<file path="config.mk">
export PLATFORM = sky130hd
export DESIGN_NAME = threshold_level_alarm_core
export DESIGN_NICKNAME = d
export VERILOG_FILES = /design/src/rtl/tla_pkg.sv /design/src/rtl/threshold_level_alarm_core.sv
export SDC_FILE = /design/constraint.sdc
export NUM_CORES = 2
export LEC_CHECK = 0
export BUFFER_PORTS_ARGS = -buffer_cell sky130_fd_sc_hd__buf_2
export CAP_MARGIN = 20
export CORE_ASPECT_RATIO = 0.8
export CORE_MARGIN = 4
export CORE_UTILIZATION = 55
export DETAILED_ROUTE_END_ITERATION = 6
export GPL_ROUTABILITY_DRIVEN = 1
export PLACE_DENSITY = 0.72
export SYNTH_ARGS = -nofsm -noshare
export SYNTH_HDL_FRONTEND = slang
export SYNTH_SLANG_ARGS = --single-unit
</file>
<file path="constraint.sdc">
create_clock -name aclk -period 9.5 [get_ports aclk]
set_clock_uncertainty 0.1 [all_clocks]
set_input_delay 1.9 -clock aclk [delete_from_list [all_inputs] [get_ports aclk]]
set_output_delay 1.9 -clock aclk [all_outputs]
set_load 0.005 [all_outputs]
</file>
<file path="src/rtl/tla_pkg.sv">
// ----------------------------------------------------------------------------
// Threshold level alarm package
// Shared widths, level indices and register map of the level alarm core.
// ----------------------------------------------------------------------------
`default_nettype none

package tla_pkg;

    localparam int VALUE_WIDTH = 32;
    localparam int TIME_WIDTH  = 32;
    localparam int DELAY_WIDTH = 31;
    localparam int NUM_LEVELS  = 4;
    localparam int ADDR_WIDTH  = 5;
    localparam int DATA_WIDTH  = 32;

    localparam int LVL_HIGH_HIGH = 0;
    localparam int LVL_HIGH      = 1;
    localparam int LVL_LOW       = 2;
    localparam int LVL_LOW_LOW   = 3;

    // Levels that trip above their setpoint.
    localparam logic [NUM_LEVELS-1:0] HIGH_LEVELS =
        NUM_LEVELS'((1 << LVL_HIGH_HIGH) | (1 << LVL_HIGH));

    localparam logic [2:0] REG_HIGH_HIGH_SP = 3'd0;
    localparam logic [2:0] REG_HIGH_SP      = 3'd1;
    localparam logic [2:0] REG_LOW_SP       = 3'd2;
    localparam logic [2:0] REG_LOW_LOW_SP   = 3'd3;
    localparam logic [2:0] REG_DEADBAND     = 3'd4;
    localparam logic [2:0] REG_ON_DELAY     = 3'd5;
    localparam logic [2:0] REG_OFF_DELAY    = 3'd6;
    localparam logic [2:0] REG_LEVEL_ENABLE = 3'd7;

    // Signed difference of value and setpoint, wide enough to compare
    // against the deadband without overflow.
    localparam int DIFF_WIDTH = ((VALUE_WIDTH > DELAY_WIDTH) ? VALUE_WIDTH : DELAY_WIDTH) + 2;
    localparam int CMP_WIDTH  = (TIME_WIDTH > DELAY_WIDTH) ? TIME_WIDTH : DELAY_WIDTH;

    typedef logic signed [VALUE_WIDTH-1:0] value_t;
    typedef logic        [TIME_WIDTH-1:0]  stamp_t;
    typedef logic        [DELAY_WIDTH-1:0] delay_t;
    typedef logic        [NUM_LEVELS-1:0]  level_mask_t;

endpackage

`default_nettype wire

</file>
<file path="src/rtl/threshold_level_alarm_core.sv">
// ----------------------------------------------------------------------------
// Threshold level alarm core
// Four-level process alarm (high-high, high, low, low-low) with a shared
// deadband and on/off delays, evaluated once per timestamped sample.
// ----------------------------------------------------------------------------
`default_nettype none

// Each sample beat is captured in an input register and evaluated there;
// the four level checks and the alarm state update happen together as the
// result is loaded into the output register. A new sample beat can be
// taken every cycle while the consumer keeps up, so the sustained rate is
// one beat per cycle; the output register holds a result while the
// consumer stalls and the input register keeps taking beats until both are
// full. Configuration is to be written through the APB port only while the
// core is idle; the core itself does not enforce this.
module threshold_level_alarm_core (
    input  wire                                    aclk,
    input  wire                                    aresetn,

    input  wire                                    psel,
    input  wire                                    penable,
    input  wire                                    pwrite,
    input  wire  [tla_pkg::ADDR_WIDTH-1:0]         paddr,
    input  wire  [tla_pkg::DATA_WIDTH-1:0]         pwdata,
    output logic [tla_pkg::DATA_WIDTH-1:0]         prdata,
    output logic                                   pready,

    input  wire                                    s_valid,
    output logic                                   s_ready,
    input  wire  signed [tla_pkg::VALUE_WIDTH-1:0] s_sample_value,
    input  wire  [tla_pkg::TIME_WIDTH-1:0]         s_sample_time,
    input  wire                                    s_quality_bad,

    output logic                                   m_valid,
    input  wire                                    m_ready,
    output logic [tla_pkg::NUM_LEVELS-1:0]         m_raised_mask,
    output logic [tla_pkg::NUM_LEVELS-1:0]         m_cleared_mask,
    output logic [tla_pkg::NUM_LEVELS-1:0]         m_active_mask
);

    import tla_pkg::*;

    value_t      setpoint_reg [NUM_LEVELS];
    delay_t      deadband_reg;
    delay_t      on_delay_reg;
    delay_t      off_delay_reg;
    level_mask_t enable_reg;

    logic        cfg_write;
    logic [2:0]  cfg_index;

    logic        in_valid_reg;
    value_t      in_value_reg;
    stamp_t      in_time_reg;
    logic        in_bad_reg;

    logic        out_valid_reg;
    level_mask_t raised_reg;
    level_mask_t cleared_reg;
    level_mask_t active_out_reg;

    level_mask_t active_reg;
    level_mask_t active_next;
    level_mask_t pending_reg;
    level_mask_t pending_next;
    stamp_t      start_reg [NUM_LEVELS];
    stamp_t      start_next [NUM_LEVELS];
    level_mask_t raised_next;
    level_mask_t cleared_next;

    logic        advance;

    assign pready    = 1'b1;
    assign cfg_write = psel && penable && pwrite && pready;
    assign cfg_index = paddr[4:2];

    always_ff @(posedge aclk) begin
        if (!aresetn) begin
            for (int i = 0; i < NUM_LEVELS; i++) begin
                setpoint_reg[i] <= '0;
            end
            deadband_reg  <= '0;
            on_delay_reg  <= '0;
            off_delay_reg <= '0;
            enable_reg    <= '0;
        end else if (cfg_write) begin
            unique case (cfg_index)
                REG_HIGH_HIGH_SP: setpoint_reg[LVL_HIGH_HIGH] <= pwdata[VALUE_WIDTH-1:0];
                REG_HIGH_SP:      setpoint_reg[LVL_HIGH]      <= pwdata[VALUE_WIDTH-1:0];
                REG_LOW_SP:       setpoint_reg[LVL_LOW]       <= pwdata[VALUE_WIDTH-1:0];
                REG_LOW_LOW_SP:   setpoint_reg[LVL_LOW_LOW]   <= pwdata[VALUE_WIDTH-1:0];
                REG_DEADBAND:     deadband_reg                <= pwdata[DELAY_WIDTH-1:0];
                REG_ON_DELAY:     on_delay_reg                <= pwdata[DELAY_WIDTH-1:0];
                REG_OFF_DELAY:    off_delay_reg               <= pwdata[DELAY_WIDTH-1:0];
                REG_LEVEL_ENABLE: enable_reg                  <= pwdata[NUM_LEVELS-1:0];
                default: ;
            endcase
        end
    end

    always_comb begin
        prdata = '0;
        unique case (cfg_index)
            REG_HIGH_HIGH_SP: prdata = DATA_WIDTH'(setpoint_reg[LVL_HIGH_HIGH]);
            REG_HIGH_SP:      prdata = DATA_WIDTH'(setpoint_reg[LVL_HIGH]);
            REG_LOW_SP:       prdata = DATA_WIDTH'(setpoint_reg[LVL_LOW]);
            REG_LOW_LOW_SP:   prdata = DATA_WIDTH'(setpoint_reg[LVL_LOW_LOW]);
            REG_DEADBAND:     prdata = DATA_WIDTH'(deadband_reg);
            REG_ON_DELAY:     prdata = DATA_WIDTH'(on_delay_reg);
            REG_OFF_DELAY:    prdata = DATA_WIDTH'(off_delay_reg);
            REG_LEVEL_ENABLE: prdata = DATA_WIDTH'(enable_reg);
            default:          prdata = '0;
        endcase
    end

    assign advance = in_valid_reg && (!out_valid_reg || m_ready);
    assign s_ready = !in_valid_reg || advance;

    always_ff @(posedge aclk) begin
        if (!aresetn) begin
            in_valid_reg <= 1'b0;
        end else if (s_ready) begin
            in_valid_reg <= s_valid;
        end
    end

    always_ff @(posedge aclk) begin
        if (s_valid && s_ready) begin
            in_value_reg <= s_sample_value;
            in_time_reg  <= s_sample_time;
            in_bad_reg   <= s_quality_bad;
        end
    end

    always_comb begin
        logic signed [DIFF_WIDTH-1:0] val_ext;
        logic signed [DIFF_WIDTH-1:0] sp_ext;
        logic signed [DIFF_WIDTH-1:0] band_ext;
        logic signed [DIFF_WIDTH-1:0] diff;
        logic        [CMP_WIDTH-1:0]  elapsed;
        logic        [CMP_WIDTH-1:0]  delay;
        logic                         cond;
        active_next  = active_reg;
        pending_next = pending_reg;
        raised_next  = '0;
        cleared_next = '0;
        val_ext      = DIFF_WIDTH'(in_value_reg);
        band_ext     = $signed({{(DIFF_WIDTH-DELAY_WIDTH){1'b0}}, deadband_reg});
        for (int i = 0; i < NUM_LEVELS; i++) begin
            start_next[i] = start_reg[i];
            sp_ext        = DIFF_WIDTH'(setpoint_reg[i]);
            diff          = HIGH_LEVELS[i] ? (sp_ext - val_ext) : (val_ext - sp_ext);
            cond          = active_reg[i] ? (diff > band_ext) : (diff < 0);
            elapsed       = pending_reg[i] ? CMP_WIDTH'(in_time_reg - start_reg[i]) : '0;
            delay         = active_reg[i] ? CMP_WIDTH'(off_delay_reg)
                                          : CMP_WIDTH'(on_delay_reg);
            if (!in_bad_reg && enable_reg[i]) begin
                if (!cond) begin
                    pending_next[i] = 1'b0;
                    start_next[i]   = '0;
                end else if (elapsed >= delay) begin
                    raised_next[i]  = !active_reg[i];
                    cleared_next[i] = active_reg[i];
                    active_next[i]  = !active_reg[i];
                    pending_next[i] = 1'b0;
                    start_next[i]   = '0;
                end else if (!pending_reg[i]) begin
                    pending_next[i] = 1'b1;
                    start_next[i]   = in_time_reg;
                end
            end
        end
    end

    always_ff @(posedge aclk) begin
        if (!aresetn) begin
            active_reg  <= '0;
            pending_reg <= '0;
            for (int i = 0; i < NUM_LEVELS; i++) begin
                start_reg[i] <= '0;
            end
        end else if (advance) begin
            active_reg  <= active_next;
            pending_reg <= pending_next;
            for (int i = 0; i < NUM_LEVELS; i++) begin
                start_reg[i] <= start_next[i];
            end
        end
    end

    always_ff @(posedge aclk) begin
        if (!aresetn) begin
            out_valid_reg <= 1'b0;
        end else if (advance) begin
            out_valid_reg <= 1'b1;
        end else if (m_ready) begin
            out_valid_reg <= 1'b0;
        end
    end

    always_ff @(posedge aclk) begin
        if (advance) begin
            raised_reg     <= raised_next;
            cleared_reg    <= cleared_next;
            active_out_reg <= active_next;
        end
    end

    assign m_valid        = out_valid_reg;
    assign m_raised_mask  = raised_reg;
    assign m_cleared_mask = cleared_reg;
    assign m_active_mask  = active_out_reg;

`ifndef SYNTHESIS
    a_raise_clear_disjoint: assert property (@(posedge aclk) disable iff (!aresetn)
        out_valid_reg |-> ((raised_reg & cleared_reg) == '0))
        else $error("A level both raised and cleared on one beat.");

    a_raised_is_active: assert property (@(posedge aclk) disable iff (!aresetn)
        out_valid_reg |-> ((raised_reg & ~active_out_reg) == '0))
        else $error("A raised level is missing from the active mask.");

    a_cleared_not_active: assert property (@(posedge aclk) disable iff (!aresetn)
        out_valid_reg |-> ((cleared_reg & active_out_reg) == '0))
        else $error("A cleared level still shows as active.");

    a_idle_start_zero: assert property (@(posedge aclk) disable iff (!aresetn)
        !pending_reg[LVL_HIGH_HIGH] |-> (start_reg[LVL_HIGH_HIGH] == '0))
        else $error("High-high start time is set while the level is not pending.");

    a_state_holds_on_stall: assert property (@(posedge aclk) disable iff (!aresetn)
        !advance |=> $stable(active_reg) && $stable(pending_reg))
        else $error("Alarm state changed without a beat being evaluated.");
`endif

endmodule

`default_nettype wire
</file>
==> results.sh <==
export IMPL_cts_tree="yes"
export IMPL_power_density_nw_per_um2=138
export IMPL_ys_flop_type="edfxtp_1"
export IMPL_rr_endpoint="start_reg[3][29]"
export IMPL_synth_top_area_share_pct=26.4
export IMPL_rr_worst_depth=25
export IMPL_die_w_um=301
export IMPL_p_comb_share_pct=26.8
export IMPL_yosysSeqAreaShare_pct=32.0
export IMPL_cts_max_level=2
export IMPL_place_congestion=1.01
export IMPL_yosys_area_top_type="edfxtp_1"
export IMPL_antenna_left=0
export IMPL_core_area_um2=67700
export IMPL_die_area_um2=73200
export IMPL_insertion_delay_ns=0.61
export IMPL_grt_max_degree=67
export IMPL_nets=4924
export IMPL_min_period_ns=7.98
export IMPL_synth_area_um2=37900
export IMPL_p_int_uw=3880
export IMPL_timing_fmax_mhz=125
export IMPL_yosys_top_cells_area="edfxtp_1, ha_1, dfxtp_1"
export IMPL_numCtsBuffers=49
export IMPL_most_common_layout_cells="ha_1, a21oi_1, nand2_1"
export IMPL_core_rowCount=85
export IMPL_dieHeight_um=243
export IMPL_rsz0062_at_grt="no"
export IMPL_grt_use_total_pct=31.6
export IMPL_drt_first_pass_iters=6
export IMPL_port_buffers=152
export IMPL_syn_area_per_cell_um2=9.05
export IMPL_drc=0
export IMPL_clk_pin_slew_worst_paths_ns=0.06
export IMPL_routed_wl_um=120000
export IMPL_io_pins=156
export IMPL_grt_pass1_wl_um=178000
export IMPL_worstHoldEndpoint="deadband_reg[7]"
export IMPL_max_slew_worst_pin_slew_ns=1.34
export IMPL_hold_path_class="reg2reg"
export IMPL_whs_ns=0.355
export IMPL_synthDistinctLibCells=98
export IMPL_cts_hold_buf=0
export IMPL_yosysWarningCount=0
export IMPL_initial_core_util_pct=55.9
export IMPL_antenna_found_initial=18
export IMPL_setup_violations=0
export IMPL_cpMostUsedCell="buf_4"
export IMPL_crit_arrival_ns=8.19
export IMPL_cp_required_ns=9.71
export IMPL_r2r_start="in_value_reg[1]"
export IMPL_cts_setup_buffers=0
export IMPL_hold_depth=2
export IMPL_dpl_instance_area_um2=39800
export IMPL_clock_path_buffers=3
export IMPL_hold_viol_final=0
export IMPL_syn_to_final_growth_pct=9.38
export IMPL_async_reset_ff_share_pct=0
export IMPL_maxCapViolCount=0
export IMPL_path_max_fanout=33
export IMPL_power_switching_uw=1850
export IMPL_p_seq_share_pct=38.6
export IMPL_outcome="finished clean"
export IMPL_p_leak_uw=0.0172
export IMPL_maxSlewViolCount=0
export IMPL_clkSinkCount=440
export IMPL_clock_power_share_pct=34.6
export IMPL_critPathMaxStageDelay_ns=0.73
export IMPL_endpoint_kind="flop"
export IMPL_dp_hpwl_um=92100
export IMPL_vias_per_cell=6.18
export IMPL_grt_overflow=0
export IMPL_hp_start="deadband_reg[7]"
export IMPL_synth_edf_count=333
export IMPL_r2r_setup_slack_ns=1.52
export IMPL_post_route_period_util_pct=84.0
export IMPL_cts_resized=0
export IMPL_drtIter0Drc=3976
export IMPL_synth_cells=4185
export IMPL_vias=32600
export IMPL_synth_seq_cells=440
export IMPL_synth_fp_nets=4802
export IMPL_clockRootBuffer="clkbuf_16"
export IMPL_sw_frac_of_total_pct=32.3
export IMPL_final_common_cell="ha_1"
export IMPL_fin_tns_setup_ns=0
export IMPL_stdcell_area_um2=41400
export IMPL_max_vdd_ir_drop_uv=140
export IMPL_crit_path_top_delay_cell="nor3_1"
export IMPL_drive_gt1_share_pct=9.08
export IMPL_wl_per_cell_um=22.7
export IMPL_crit_type="reg2reg"
export IMPL_startpoint_type="flop"
export IMPL_slew_headroom_pct=9.72
export IMPL_grt_pass1_vias=29500
[worst max path at each step]
stage	to	depth (start not counted)	from	slack [ns]
after detailed placement	start_reg[3][28]	25	in_value_reg[1]	1.70
final	start_reg[3][29]	25	in_value_reg[1]	1.52
after global routing	start_reg[3][29]	25	in_value_reg[1]	1.26
after CTS	start_reg[3][26]	25	in_value_reg[1]	1.70
after global placement	start_reg[3][29]	25	in_value_reg[1]	1.87
after floorplan	start_reg[2][0]	23	in_value_reg[1]	2.51
[kinds of logic after synthesis]
logic type	count (synthesis)	share of synthesized area, %
buffers and inverters	447	4.53
XOR/XNOR	191	4.41
adder cells (fa/ha/maj)	508	16.9
multiplexers	196	6.23
AO/OA/AOI/OAI	1092	18.3
AND/OR/NAND/NOR	1310	17.5
flip-flops	440	32.0
other	1	0.00990
[final cells by class]
| cell class | count | area (µm²) |
|---|---|---|
| diodes | 9 | 22.5 |
| clock buffers | 63 | 1380 |
| clock inverters | 29 | 258 |
| fillers | 5918 | 26300 |
| inverters | 323 | 1210 |
| multi-input cells | 3298 | 24200 |
| flip-flops and latches | 440 | 12100 |
| well taps | 913 | 1140 |
| repair buffers | 195 | 1110 |
[power groups by stage]
stage / combinational (µW) / sequential (µW) / clock [µW]
after global placement: 1460 / 2250 / 0
after CTS: 1500 / 2210 / 2010
after global routing: 1700 / 2220 / 2080
final: 1540 / 2210 / 1980
after detailed placement: 1480 / 2250 / 0
after floorplan: 1090 / 2220 / 0
[cells in the mapped netlist, drive strengths merged (19+ instances only)]
library cell  number
inv              320
o21a              57
and2             298
a21o             147
o21bai            30
xor2              68
nor2             229
buf               26
nand4             50
nand2            378
a31oi             33
dfxtp            107
o211ai            21
nor2b             54
nor4              21
a211oi            38
a21oi            407
xnor2            123
edfxtp           333
nand2b            47
nand3             76
o21ai            188
and3              22
ha               500
clkbuf            98
mux2i            147
mux2              19
nor3              62
mux4              30
[worst max-delay path: cells and delay by family (launching register included)]
family	cells	cell delay, ns
buffers and inverters	4	1.00
AND/OR/NAND/NOR	9	2.60
flip-flops	1	0.50
adder cells (fa/ha/maj)	2	0.78
AO/OA/AOI/OAI	9	2.52
XOR/XNOR	1	0.17
[routing by layer]
metal / wire, µm / vias up / track usage, %
li1: - / 15500 / -
met1: 54500 / 15400 / 48.9
met2: 48000 / 1523 / 44.5
met3: 13200 / 203 / 5.98
met4: 3760 / 8 / 9.32
met5: 50 / - / 0
[metrics by stage]
stage          setup slack [ns]  util (%)  std cells  total power (µW)
2_1_floorplan              2.51         -       4185              3310
3_3_place_gp               1.87      58.7       5167              3710
3_5_place_dp               1.70      58.7       5168              3740
4_1_cts                    1.70      61.1       5260              5720
5_1_grt                    1.26      61.1       5262              6000
6_report                   1.52      61.2       5270              5730
No activity file was read; power rests on OpenSTA's default activity.
